[src/hw/rtl/wmad_pkg.sv]
// Shared types and constants of the windowed mean absolute deviation unit.
// Depends on nothing; wmad_queue, wmad_front, wmad_back and the top level refer to it by scoped names.
`default_nettype none

package wmad_pkg;

    localparam int DEF_WINDOW   = 64;
    localparam int DEF_CHANNELS = 2;
    localparam int QUEUE_DEPTH  = 4;

    localparam int SAMPLE_W   = 16;
    localparam int TIME_W     = 32;
    localparam int LEVEL_W    = 16;
    localparam int FRESH_W    = 2;
    localparam int INTERVAL_W = 10;

    localparam logic [INTERVAL_W-1:0] INTERVAL_RESET = 10'd1;

    localparam logic MODE_SAMPLE  = 1'b0;
    localparam logic MODE_CONSUME = 1'b1;

    typedef struct packed {
        logic                mode;
        logic                channel;
        logic [SAMPLE_W-1:0] sample;
        logic [TIME_W-1:0]   time_ms;
    } in_t;

    typedef struct packed {
        logic               accepted;
        logic               window_done;
        logic [LEVEL_W-1:0] level;
        logic [FRESH_W-1:0] fresh_flags;
    } out_t;

    // Classified transaction handed from the front end to the back end.
    typedef struct packed {
        logic mode;
        logic channel;
        logic ch_ok;
        logic accepted;
        logic done;
    } cmd_t;

    // Back end tells the front end that a channel's window walk has finished.
    typedef struct packed {
        logic valid;
        logic channel;
    } clr_t;

endpackage

`default_nettype wire

[src/hw/rtl/wmad_ram.sv]
// Generic simple dual-port RAM: one write port, one read port with registered data.
// Depends on nothing.
`default_nettype none

module wmad_ram #(
    parameter int WIDTH = 16,
    parameter int DEPTH = 128
) (
    input  wire logic                     aclk,
    input  wire logic                     wr_en,
    input  wire logic [$clog2(DEPTH)-1:0] wr_addr,
    input  wire logic [WIDTH-1:0]         wr_data,
    input  wire logic                     rd_en,
    input  wire logic [$clog2(DEPTH)-1:0] rd_addr,
    output logic      [WIDTH-1:0]         rd_data
);

    logic [WIDTH-1:0] mem [DEPTH];

    always_ff @(posedge aclk) begin
        if (wr_en) begin
            mem[wr_addr] <= wr_data;
        end
        if (rd_en) begin
            rd_data <= mem[rd_addr];
        end
    end

endmodule

`default_nettype wire

[src/hw/rtl/wmad_queue.sv]
// Small command FIFO between the front end and the back end.
// Depends on wmad_pkg for the command type.
`default_nettype none

module wmad_queue #(
    parameter int DEPTH = wmad_pkg::QUEUE_DEPTH
) (
    input  wire logic            aclk,
    input  wire logic            aresetn,
    input  wire logic            push,
    input  wire wmad_pkg::cmd_t  push_data,
    output logic                 full,
    input  wire logic            pop,
    output logic                 empty,
    output wmad_pkg::cmd_t       head
);

    localparam int PTR_W = (DEPTH > 1) ? $clog2(DEPTH) : 1;
    localparam int CNT_W = $clog2(DEPTH + 1);

    wmad_pkg::cmd_t    slot_reg [DEPTH];
    logic [PTR_W-1:0]  wr_ptr_reg, wr_ptr_next;
    logic [PTR_W-1:0]  rd_ptr_reg, rd_ptr_next;
    logic [CNT_W-1:0]  count_reg, count_next;

    assign full  = (count_reg == CNT_W'(DEPTH));
    assign empty = (count_reg == '0);
    assign head  = slot_reg[rd_ptr_reg];

    always_comb begin
        wr_ptr_next = wr_ptr_reg;
        rd_ptr_next = rd_ptr_reg;
        count_next  = count_reg;
        if (push) begin
            wr_ptr_next = (wr_ptr_reg == PTR_W'(DEPTH - 1)) ? '0 : wr_ptr_reg + 1'b1;
        end
        if (pop) begin
            rd_ptr_next = (rd_ptr_reg == PTR_W'(DEPTH - 1)) ? '0 : rd_ptr_reg + 1'b1;
        end
        if (push && !pop) begin
            count_next = count_reg + 1'b1;
        end else if (pop && !push) begin
            count_next = count_reg - 1'b1;
        end
    end

    always_ff @(posedge aclk) begin
        if (!aresetn) begin
            wr_ptr_reg <= '0;
            rd_ptr_reg <= '0;
            count_reg  <= '0;
        end else begin
            wr_ptr_reg <= wr_ptr_next;
            rd_ptr_reg <= rd_ptr_next;
            count_reg  <= count_next;
        end
    end

    always_ff @(posedge aclk) begin
        if (push) begin
            slot_reg[wr_ptr_reg] <= push_data;
        end
    end

endmodule

`default_nettype wire

[src/hw/rtl/wmad_front.sv]
// Front end: takes input transactions, applies the interval check, fills the window RAM
// and queues a classified command. Depends on wmad_pkg.
`default_nettype none

module wmad_front #(
    parameter int WINDOW   = wmad_pkg::DEF_WINDOW,
    parameter int CHANNELS = wmad_pkg::DEF_CHANNELS
) (
    input  wire logic                                  aclk,
    input  wire logic                                  aresetn,
    input  wire logic                                  cfg_wr_en,
    input  wire logic [wmad_pkg::INTERVAL_W-1:0]       cfg_wr_data,
    input  wire logic                                  s_valid,
    output logic                                       s_ready,
    input  wire wmad_pkg::in_t                         s_data,
    input  wire logic                                  q_full,
    output logic                                       q_push,
    output wmad_pkg::cmd_t                             q_data,
    output logic                                       wr_en,
    output logic [$clog2(CHANNELS*WINDOW)-1:0]         wr_addr,
    output logic [wmad_pkg::SAMPLE_W-1:0]              wr_data,
    input  wire wmad_pkg::clr_t                        clr,
    output logic [CHANNELS-1:0]                        busy_o
);

    localparam int IDX_W    = $clog2(WINDOW);
    localparam int ADDR_W   = $clog2(CHANNELS * WINDOW);
    localparam int CH_IDX_W = (CHANNELS > 1) ? $clog2(CHANNELS) : 1;

    logic [wmad_pkg::INTERVAL_W-1:0] interval_reg;
    logic [IDX_W-1:0]                fill_reg [CHANNELS];
    logic [wmad_pkg::TIME_W-1:0]     last_reg [CHANNELS];
    logic [CHANNELS-1:0]             busy_reg, busy_next;

    logic [CH_IDX_W-1:0]         ch_idx;
    logic                        ch_ok;
    logic                        is_sample;
    logic [wmad_pkg::TIME_W-1:0] elapsed;
    logic                        take;
    logic                        accept;
    logic                        completes;
    logic [IDX_W-1:0]            fill_cur;

    assign ch_idx    = CH_IDX_W'(s_data.channel);
    assign ch_ok     = ({31'b0, s_data.channel} < 32'(CHANNELS));
    assign is_sample = (s_data.mode == wmad_pkg::MODE_SAMPLE);
    assign fill_cur  = fill_reg[ch_idx];
    assign elapsed   = s_data.time_ms - last_reg[ch_idx];
    assign take      = ch_ok && is_sample
                       && (elapsed >= wmad_pkg::TIME_W'(interval_reg));
    assign completes = take && (fill_cur == IDX_W'(WINDOW - 1));

    // A sample for a channel whose window is still being walked would overwrite it.
    assign s_ready = !q_full && !(is_sample && ch_ok && busy_reg[ch_idx]);
    assign accept  = s_valid && s_ready;

    assign q_push        = accept;
    assign q_data.mode     = s_data.mode;
    assign q_data.channel  = s_data.channel;
    assign q_data.ch_ok    = ch_ok;
    assign q_data.accepted = take;
    assign q_data.done     = completes;

    assign wr_en   = accept && take;
    assign wr_addr = ADDR_W'(s_data.channel) * ADDR_W'(WINDOW) + ADDR_W'(fill_cur);
    assign wr_data = s_data.sample;

    assign busy_o = busy_reg;

    always_comb begin
        busy_next = busy_reg;
        if (clr.valid) begin
            busy_next[CH_IDX_W'(clr.channel)] = 1'b0;
        end
        if (accept && completes) begin
            busy_next[ch_idx] = 1'b1;
        end
    end

    always_ff @(posedge aclk) begin
        if (!aresetn) begin
            interval_reg <= wmad_pkg::INTERVAL_RESET;
            busy_reg     <= '0;
            for (int i = 0; i < CHANNELS; i++) begin
                fill_reg[i] <= '0;
                last_reg[i] <= '0;
            end
        end else begin
            if (cfg_wr_en) begin
                interval_reg <= cfg_wr_data;
            end
            busy_reg <= busy_next;
            if (accept && take) begin
                fill_reg[ch_idx] <= completes ? '0 : fill_cur + 1'b1;
                last_reg[ch_idx] <= s_data.time_ms;
            end
        end
    end

endmodule

`default_nettype wire

[src/hw/rtl/wmad_back.sv]
// Back end: executes queued commands, walks a full window twice through the RAM read
// port and divides by the power-of-two window length with a shift. Depends on wmad_pkg.
`default_nettype none

module wmad_back #(
    parameter int WINDOW   = wmad_pkg::DEF_WINDOW,
    parameter int CHANNELS = wmad_pkg::DEF_CHANNELS
) (
    input  wire logic                            aclk,
    input  wire logic                            aresetn,
    input  wire logic                            q_empty,
    input  wire wmad_pkg::cmd_t                  q_head,
    output logic                                 q_pop,
    output logic                                 rd_en,
    output logic [$clog2(CHANNELS*WINDOW)-1:0]   rd_addr,
    input  wire logic [wmad_pkg::SAMPLE_W-1:0]   rd_data,
    output logic                                 m_valid,
    input  wire logic                            m_ready,
    output wmad_pkg::out_t                       m_data,
    output wmad_pkg::clr_t                       clr
);

    localparam int IDX_W    = $clog2(WINDOW);
    localparam int CNT_W    = $clog2(WINDOW + 1);
    localparam int ADDR_W   = $clog2(CHANNELS * WINDOW);
    localparam int CH_IDX_W = (CHANNELS > 1) ? $clog2(CHANNELS) : 1;
    localparam int LVL_W    = wmad_pkg::LEVEL_W;
    localparam int SUM_W    = wmad_pkg::SAMPLE_W + $clog2(WINDOW);

    localparam logic [2:0] S_IDLE = 3'd0;
    localparam logic [2:0] S_WALK = 3'd1;
    localparam logic [2:0] S_FIN  = 3'd2;

    logic [2:0]                   state_reg, state_next;
    wmad_pkg::cmd_t               cur_reg, cur_next;
    logic                         pass_reg, pass_next;
    logic [CNT_W-1:0]             cnt_reg, cnt_next;
    logic                         rd_vld_reg, rd_vld_next;
    logic [SUM_W-1:0]             acc_reg, acc_next;
    logic [LVL_W-1:0]             quot_reg, quot_next;
    logic [LVL_W-1:0]             mean_reg, mean_next;
    logic [LVL_W-1:0]             level_reg [CHANNELS];
    logic [LVL_W-1:0]             level_next [CHANNELS];
    logic [wmad_pkg::FRESH_W-1:0] fresh_reg, fresh_next;
    logic                         m_valid_reg, m_valid_next;
    wmad_pkg::out_t               m_data_reg, m_data_next;

    logic                         out_free;
    logic                         issuing;
    logic [LVL_W-1:0]             abs_dev;
    logic [wmad_pkg::FRESH_W-1:0] fresh_mod;
    logic [LVL_W-1:0]             head_level;

    assign out_free = !m_valid_reg || m_ready;
    assign issuing  = (cnt_reg != CNT_W'(WINDOW));
    assign abs_dev  = (rd_data >= mean_reg) ? rd_data - mean_reg : mean_reg - rd_data;
    assign m_valid  = m_valid_reg;
    assign m_data   = m_data_reg;
    assign rd_addr  = ADDR_W'(cur_reg.channel) * ADDR_W'(WINDOW)
                      + ADDR_W'(cnt_reg[IDX_W-1:0]);

    always_comb begin
        state_next   = state_reg;
        cur_next     = cur_reg;
        pass_next    = pass_reg;
        cnt_next     = cnt_reg;
        rd_vld_next  = 1'b0;
        acc_next     = acc_reg;
        quot_next    = quot_reg;
        mean_next    = mean_reg;
        level_next   = level_reg;
        fresh_next   = fresh_reg;
        m_valid_next = m_valid_reg && !m_ready;
        m_data_next  = m_data_reg;
        q_pop        = 1'b0;
        rd_en        = 1'b0;
        clr.valid    = 1'b0;
        clr.channel  = cur_reg.channel;
        fresh_mod    = fresh_reg;
        head_level   = q_head.ch_ok ? level_reg[CH_IDX_W'(q_head.channel)] : '0;

        unique case (state_reg)
            S_IDLE: begin
                if (!q_empty) begin
                    if (q_head.done) begin
                        // Window complete: start the first pass, the sum of entries.
                        q_pop     = 1'b1;
                        cur_next  = q_head;
                        pass_next = 1'b0;
                        cnt_next  = '0;
                        acc_next  = '0;
                        state_next = S_WALK;
                    end else if (out_free) begin
                        q_pop = 1'b1;
                        if (q_head.ch_ok && (q_head.mode == wmad_pkg::MODE_CONSUME)) begin
                            fresh_mod[q_head.channel] = 1'b0;
                        end
                        fresh_next               = fresh_mod;
                        m_valid_next             = 1'b1;
                        m_data_next.accepted     = q_head.accepted;
                        m_data_next.window_done  = 1'b0;
                        m_data_next.level        = head_level;
                        m_data_next.fresh_flags  = fresh_mod;
                    end
                end
            end
            S_WALK: begin
                rd_en       = issuing;
                rd_vld_next = issuing;
                if (issuing) begin
                    cnt_next = cnt_reg + 1'b1;
                end
                if (rd_vld_reg) begin
                    acc_next = acc_reg + SUM_W'(pass_reg ? abs_dev : rd_data);
                end
                if (!issuing && !rd_vld_reg) begin
                    if (!pass_reg) begin
                        // Mean is known: second pass sums the absolute deviations.
                        mean_next = LVL_W'(acc_reg >> IDX_W);
                        pass_next = 1'b1;
                        cnt_next  = '0;
                        acc_next  = '0;
                    end else begin
                        quot_next  = LVL_W'(acc_reg >> IDX_W);
                        state_next = S_FIN;
                    end
                end
            end
            S_FIN: begin
                if (out_free) begin
                    fresh_mod[cur_reg.channel]             = 1'b1;
                    fresh_next                             = fresh_mod;
                    level_next[CH_IDX_W'(cur_reg.channel)] = quot_reg;
                    m_valid_next             = 1'b1;
                    m_data_next.accepted     = 1'b1;
                    m_data_next.window_done  = 1'b1;
                    m_data_next.level        = quot_reg;
                    m_data_next.fresh_flags  = fresh_mod;
                    clr.valid                = 1'b1;
                    state_next               = S_IDLE;
                end
            end
            default: begin
                state_next = S_IDLE;
            end
        endcase
    end

    always_ff @(posedge aclk) begin
        if (!aresetn) begin
            state_reg   <= S_IDLE;
            rd_vld_reg  <= 1'b0;
            fresh_reg   <= '0;
            m_valid_reg <= 1'b0;
            for (int i = 0; i < CHANNELS; i++) begin
                level_reg[i] <= '0;
            end
        end else begin
            state_reg   <= state_next;
            rd_vld_reg  <= rd_vld_next;
            fresh_reg   <= fresh_next;
            m_valid_reg <= m_valid_next;
            level_reg   <= level_next;
        end
    end

    always_ff @(posedge aclk) begin
        cur_reg    <= cur_next;
        pass_reg   <= pass_next;
        cnt_reg    <= cnt_next;
        acc_reg    <= acc_next;
        quot_reg   <= quot_next;
        mean_reg   <= mean_next;
        m_data_reg <= m_data_next;
    end

endmodule

`default_nettype wire

[src/hw/rtl/windowed_mean_abs_deviation_unit.sv]
// Top level of the windowed mean absolute deviation unit.
// Depends on wmad_pkg, wmad_ram, wmad_queue, wmad_front and wmad_back.
//
// Usage: each input transaction on s_valid/s_ready carries s_data (mode, channel, sample,
// time_ms) and produces exactly one result transaction on m_valid/m_ready carrying m_data
// (accepted, window_done, level, fresh_flags), in input order. A mode 0 transaction offers
// a sample, which is stored when at least cfg_wr_data milliseconds have elapsed
// since that channel's last stored sample. The sample that fills a window triggers two
// passes over the window RAM: one for the mean, one for the mean absolute deviation.
// A mode 1 transaction returns the channel's level and clears its fresh flag.
// WINDOW must be a power of two, since both means are taken with a shift.
//
// Timing: the front end takes one transaction per cycle while the command queue has room
// and no sample is offered for a channel whose window is still being walked. A transaction
// that completes no window has its result registered in the command queue, then in the
// output register, when the back end is idle. One that completes a window holds the back
// end for a pop, two walks of the window through the single registered RAM read port, and
// an output step. A new sample for that channel waits until the walk is over; others queue.
//
// Reset (aresetn low, synchronous) clears fill counts, last times, levels, fresh flags and
// the interval to 1. When the receiver stalls, the output register holds its result and
// the queue fills, after which s_ready drops.
`default_nettype none

module windowed_mean_abs_deviation_unit #(
    parameter int WINDOW   = wmad_pkg::DEF_WINDOW,
    parameter int CHANNELS = wmad_pkg::DEF_CHANNELS
) (
    input  wire logic                            aclk,
    input  wire logic                            aresetn,
    input  wire logic                            cfg_wr_en,
    input  wire logic [wmad_pkg::INTERVAL_W-1:0] cfg_wr_data,
    input  wire logic                            s_valid,
    output logic                                 s_ready,
    input  wire wmad_pkg::in_t                   s_data,
    output logic                                 m_valid,
    input  wire logic                            m_ready,
    output wmad_pkg::out_t                       m_data
);

    localparam int ADDR_W = $clog2(CHANNELS * WINDOW);

    // Command path between the two halves.
    logic           q_push;
    logic           q_pop;
    logic           q_full;
    logic           q_empty;
    wmad_pkg::cmd_t q_in;
    wmad_pkg::cmd_t q_head;

    // Window RAM ports: the front end writes, the back end reads.
    logic                          ram_wr_en;
    logic [ADDR_W-1:0]             ram_wr_addr;
    logic [wmad_pkg::SAMPLE_W-1:0] ram_wr_data;
    logic                          ram_rd_en;
    logic [ADDR_W-1:0]             ram_rd_addr;
    logic [wmad_pkg::SAMPLE_W-1:0] ram_rd_data;

    // The back end releases a channel once its window walk is finished.
    wmad_pkg::clr_t      clr;
    logic [CHANNELS-1:0] busy;

    wmad_front #(
        .WINDOW   (WINDOW),
        .CHANNELS (CHANNELS)
    ) u_front (
        .aclk        (aclk),
        .aresetn     (aresetn),
        .cfg_wr_en   (cfg_wr_en),
        .cfg_wr_data (cfg_wr_data),
        .s_valid     (s_valid),
        .s_ready     (s_ready),
        .s_data      (s_data),
        .q_full      (q_full),
        .q_push      (q_push),
        .q_data      (q_in),
        .wr_en       (ram_wr_en),
        .wr_addr     (ram_wr_addr),
        .wr_data     (ram_wr_data),
        .clr         (clr),
        .busy_o      (busy)
    );

    wmad_queue #(
        .DEPTH (wmad_pkg::QUEUE_DEPTH)
    ) u_queue (
        .aclk      (aclk),
        .aresetn   (aresetn),
        .push      (q_push),
        .push_data (q_in),
        .full      (q_full),
        .pop       (q_pop),
        .empty     (q_empty),
        .head      (q_head)
    );

    wmad_ram #(
        .WIDTH (wmad_pkg::SAMPLE_W),
        .DEPTH (CHANNELS * WINDOW)
    ) u_ram (
        .aclk    (aclk),
        .wr_en   (ram_wr_en),
        .wr_addr (ram_wr_addr),
        .wr_data (ram_wr_data),
        .rd_en   (ram_rd_en),
        .rd_addr (ram_rd_addr),
        .rd_data (ram_rd_data)
    );

    wmad_back #(
        .WINDOW   (WINDOW),
        .CHANNELS (CHANNELS)
    ) u_back (
        .aclk    (aclk),
        .aresetn (aresetn),
        .q_empty (q_empty),
        .q_head  (q_head),
        .q_pop   (q_pop),
        .rd_en   (ram_rd_en),
        .rd_addr (ram_rd_addr),
        .rd_data (ram_rd_data),
        .m_valid (m_valid),
        .m_ready (m_ready),
        .m_data  (m_data),
        .clr     (clr)
    );

    // A completed window always reports a stored sample and a set fresh flag.
    a_done_implies_fresh: assert property (@(posedge aclk) disable iff (!aresetn)
        (m_valid && m_data.window_done) |-> (m_data.accepted && (m_data.fresh_flags != '0)))
        else $error("window_done result without accepted sample or fresh flag");

    // The front end must hold off while the command queue is full.
    a_full_blocks_input: assert property (@(posedge aclk) disable iff (!aresetn)
        q_full |-> !s_ready)
        else $error("input ready while command queue is full");

    // A channel is only released after it was marked busy.
    a_clear_only_busy: assert property (@(posedge aclk) disable iff (!aresetn)
        clr.valid |-> (busy != '0))
        else $error("window walk finished for no busy channel");

    // Reset empties the output register.
    a_reset_empties_output: assert property (@(posedge aclk)
        !aresetn |=> !m_valid)
        else $error("result valid right after reset");

endmodule

`default_nettype wire

[config.mk]
export PLATFORM = sky130hd
export DESIGN_NAME = windowed_mean_abs_deviation_unit
export DESIGN_NICKNAME = d
export VERILOG_FILES = /design/src/hw/rtl/wmad_pkg.sv /design/src/hw/rtl/wmad_ram.sv /design/src/hw/rtl/wmad_queue.sv /design/src/hw/rtl/wmad_front.sv /design/src/hw/rtl/wmad_back.sv /design/src/hw/rtl/windowed_mean_abs_deviation_unit.sv
export SDC_FILE = /design/constraint.sdc
export NUM_CORES = 2
export LEC_CHECK = 0
export BUFFER_PORTS_ARGS = -buffer_cell sky130_fd_sc_hd__clkbuf_2
export CORE_MARGIN = 1.5
export CORE_UTILIZATION = 29
export DETAILED_ROUTE_END_ITERATION = 8
export SETUP_SLACK_MARGIN = 0.05
export SYNTH_ARGS = -nofsm -noshare
export SYNTH_HDL_FRONTEND = slang
export SYNTH_SLANG_ARGS = --single-unit
[constraint.sdc]
create_clock -name aclk -period 13.6 [get_ports aclk]
set_input_delay 2.72 -clock aclk [delete_from_list [all_inputs] [get_ports aclk]]
set_output_delay 2.72 -clock aclk [all_outputs]
set_load 0.01 [all_outputs]
==> impl_metrics.json <==
{
  "antenna_left": 0,
  "vias_per_cell": 5.05,
  "clockBufferDepth": 4,
  "drc_errors": 0,
  "ys_seq_elements": 2298,
  "outcome": "completed",
  "hold_viol": 0,
  "drt_wl_total_um": 246000,
  "cp_common_cell": "buf_4",
  "cpPeakStageDelay_ns": 0.76,
  "reg2reg_slack_ns": 6.90,
  "critPathCapture": "u_ram.mem[89][14]$_DFFE_PP_",
  "synth_edf_count": 2239,
  "cp.depth": 21,
  "powerDensity_nw_per_um2": 182,
  "relSlewSlack": 0.187,
  "hp-start": "u_back.level_reg[16]$_SDFFE_PN0P_",
  "cts_hold_buf": 0,
  "mostFrequentLayoutCell": "edfxtp_1",
  "swShare": 0.303,
  "postCtsSetupRepairBufs": 0,
  "grtUsageTotal": 0.148,
  "layout_common_cells": "edfxtp_1 (2,239), mux4_2 (675), nand2_1 (243)",
  "fin_crit_ns": 8.36,
  "hpwl_um": 154000,
  "area_growth_pct": 15.1,
  "crit_family": "simple AND/OR/NAND/NOR gates",
  "drive_above_1_share": 0.288,
  "ys_types": 74,
  "wl_per_cell_um": 26.2,
  "drv_cap": 0,
  "startpoint": "s_data[48]",
  "std_cell_rows": 208,
  "setup_viol": 0,
  "slowest_stage": "nor4_4",
  "clkPwrFrac": 0.304,
  "syn_inst": 4666,
  "die_h_um": 572,
  "peakVddDrop_uv": 158,
  "grt_pass1_wl_um": 352000,
  "cts_buffers": 216,
  "nets": 5066,
  "drt_iter0_markers": 5427,
  "port-buffer-count": 86,
  "cts_resized": 0,
  "insertion_delay_ns": 0.88,
  "start_util": 0.292,
  "fin_skew_ns": 0.0692,
  "die_w_um": 572,
  "seq_area_frac_synth": 0.730,
  "worstMarginPinSlew_ns": 1.22,
  "power_mw": 19.6,
  "power.leakage_nw": 33.5,
  "crit_chain": "buf_4 -> mux2_2 -> ha_1 -> fa_1 -> nand2b_1 -> a21oi_1 -> nor2_1 -> o21ai_0 -> xor2_1 -> ha_1 -> nand2_1 -> or3_1 -> o2111a_1 -> nand4_1 -> nor4_1 -> nand4_1 -> nor4_4 -> buf_4 -> buf_4 -> nor3_2 -> buf_4",
  "cp-end-kind": "flop",
  "hold_path.class": "flop to flop",
  "overflow": 0,
  "yosysWarnings": 0,
  "syn_nets": 4836,
  "critPathLaunchType": "input pin",
  "worstPathArrival_ns": 8.99,
  "synth_flop_cell": "edfxtp_1",
  "p_int_mw": 13.7,
  "largest_reg_flops": 2048,
  "final.setup.tns_ns": 0,
  "grt_start_max_net_pins": 138,
  "post-route-period-util": 0.614,
  "drv_slew": 0,
  "path_clk_slew_ns": 0.06,
  "path_max_fanout": 45,
  "timing.rr.start": "u_back.mean_reg[9]$_DFFE_PP_",
  "r2r_cells": 20,
  "netlist_area_um2": 93800,
  "p_switching_mw": 5.94,
  "core_um2": 321000,
  "crit_type": "input pin to flop",
  "grt_pass1_vias": 47397,
  "cts.sinks": 2298,
  "die-area_um2": 327000,
  "timing.rr.end": "u_back.acc_reg[17]$_SDFFCE_PN0P_",
  "root_buffer": "clkbuf_16",
  "worstPathRequired_ns": 14.24,
  "antenna_found_initial": 26,
  "combPwrFrac": 0.284,
  "seqPwrFrac": 0.412,
  "gp_congestion": 0.877,
  "htreeDepth": 4,
  "cts_tree": "built",
  "max_freq_mhz": 120,
  "rsz0062_at_grt": "no",
  "ios": 87,
  "vias": 47374,
  "synth_area_per_cell_um2": 20.1,
  "synthArstFlopShare": 0,
  "drt_first_pass_iters": 5,
  "crit_buf_inv": 4
}
stage by stage:
step | cells | utilization | hold WS [ns] | instance area (µm²) | worst slack, ns
5_1_grt | 9372 | 0.336 | 0.473 | 108000 | 4.90
4_1_cts | 9371 | 0.336 | 0.454 | 108000 | 5.19
2_1_floorplan | 4666 | - | 0.436 | 93800 | 3.20
3_5_place_dp | 8983 | 0.314 | 0.446 | 101000 | 4.34
3_3_place_gp | 8983 | 0.314 | 0.441 | 101000 | 4.24
6_report | 9377 | 0.336 | 0.455 | 108000 | 5.24
logic make-up after synthesis:
kind of cell / after synthesis / share of synthesized area
xor gates and xnor gates: 51 / 0.00476
adders and majority gates: 105 / 0.0144
muxes: 798 / 0.176
AOI/OAI and AO/OA: 318 / 0.0215
buffers and inverters: 361 / 0.0151
DFF: 2298 / 0.730
and+or+nand+nor: 735 / 0.0389
synth_stat cells, drive strengths merged (20+ instances only):
cell type  instances  share of area
mux2              21         0.0025
o21ai             60         0.0032
buf               82         0.0039
a21oi            117         0.0063
nor3              47         0.0025
clkbuf           198         0.0079
inv               81         0.0032
mux4             675           0.16
and3              20         0.0013
dfxtp             59          0.013
nor2             114         0.0046
ha               100          0.013
nor4             179          0.012
nand3             37         0.0020
a21o              36         0.0029
nand2            247         0.0099
edfxtp          2239           0.72
xnor2             34         0.0032
mux2i            102          0.011
power by group through the flow:
stage | clock [mW] | combinational (mW) | sequential, mW
CTS | 6.07 | 5.62 | 8.08
floorplan | 0 | 3.53 | 8.18
global route | 6.32 | 5.84 | 8.09
detailed placement | 0 | 5.60 | 8.23
global placement | 0 | 5.58 | 8.23
finish | 5.96 | 5.57 | 8.07
worst min-delay path by stage:
| stage | to | slack [ns] | cells past startpoint |
|---|---|---|---|
| 5_1_grt | u_back.level_reg[30]$_SDFFE_PN0P_ | 0.47 | 2 |
| 2_1_floorplan | u_back.level_reg[16]$_SDFFE_PN0P_ | 0.44 | 2 |
| 4_1_cts | u_back.level_reg[3]$_SDFFE_PN0P_ | 0.45 | 2 |
| 6_report | u_back.level_reg[16]$_SDFFE_PN0P_ | 0.45 | 2 |
| 3_3_place_gp | u_back.level_reg[27]$_SDFFE_PN0P_ | 0.44 | 2 |
| 3_5_place_dp | u_back.level_reg[3]$_SDFFE_PN0P_ | 0.45 | 2 |
layer usage:
metal	routed length [µm]	vias up	global-route usage
li1	-	19875	-
met4	6550	6	0.0406
met3	17900	301	0.0242
met2	120000	1887	0.245
met1	101000	25305	0.201
met5	39	-	0
tightest hold or removal path, stage by stage, from the launching register on:
cell and delay [ns]:
dfxtp_1 0.31, nand2_1 0.05, a21oi_1 0.05
cell type report:
cell class / count / area [µm²]
antenna: 6 / 15.0
clock buffer: 258 / 5660
clock inverter: 130 / 1230
fill: 29867 / 214000
inverter: 81 / 304
multi-input combinational: 2007 / 24800
sequential: 2298 / 68400
tap: 4305 / 5390
timing repair buffer: 292 / 2090
Power figures use the tool's default switching activity.
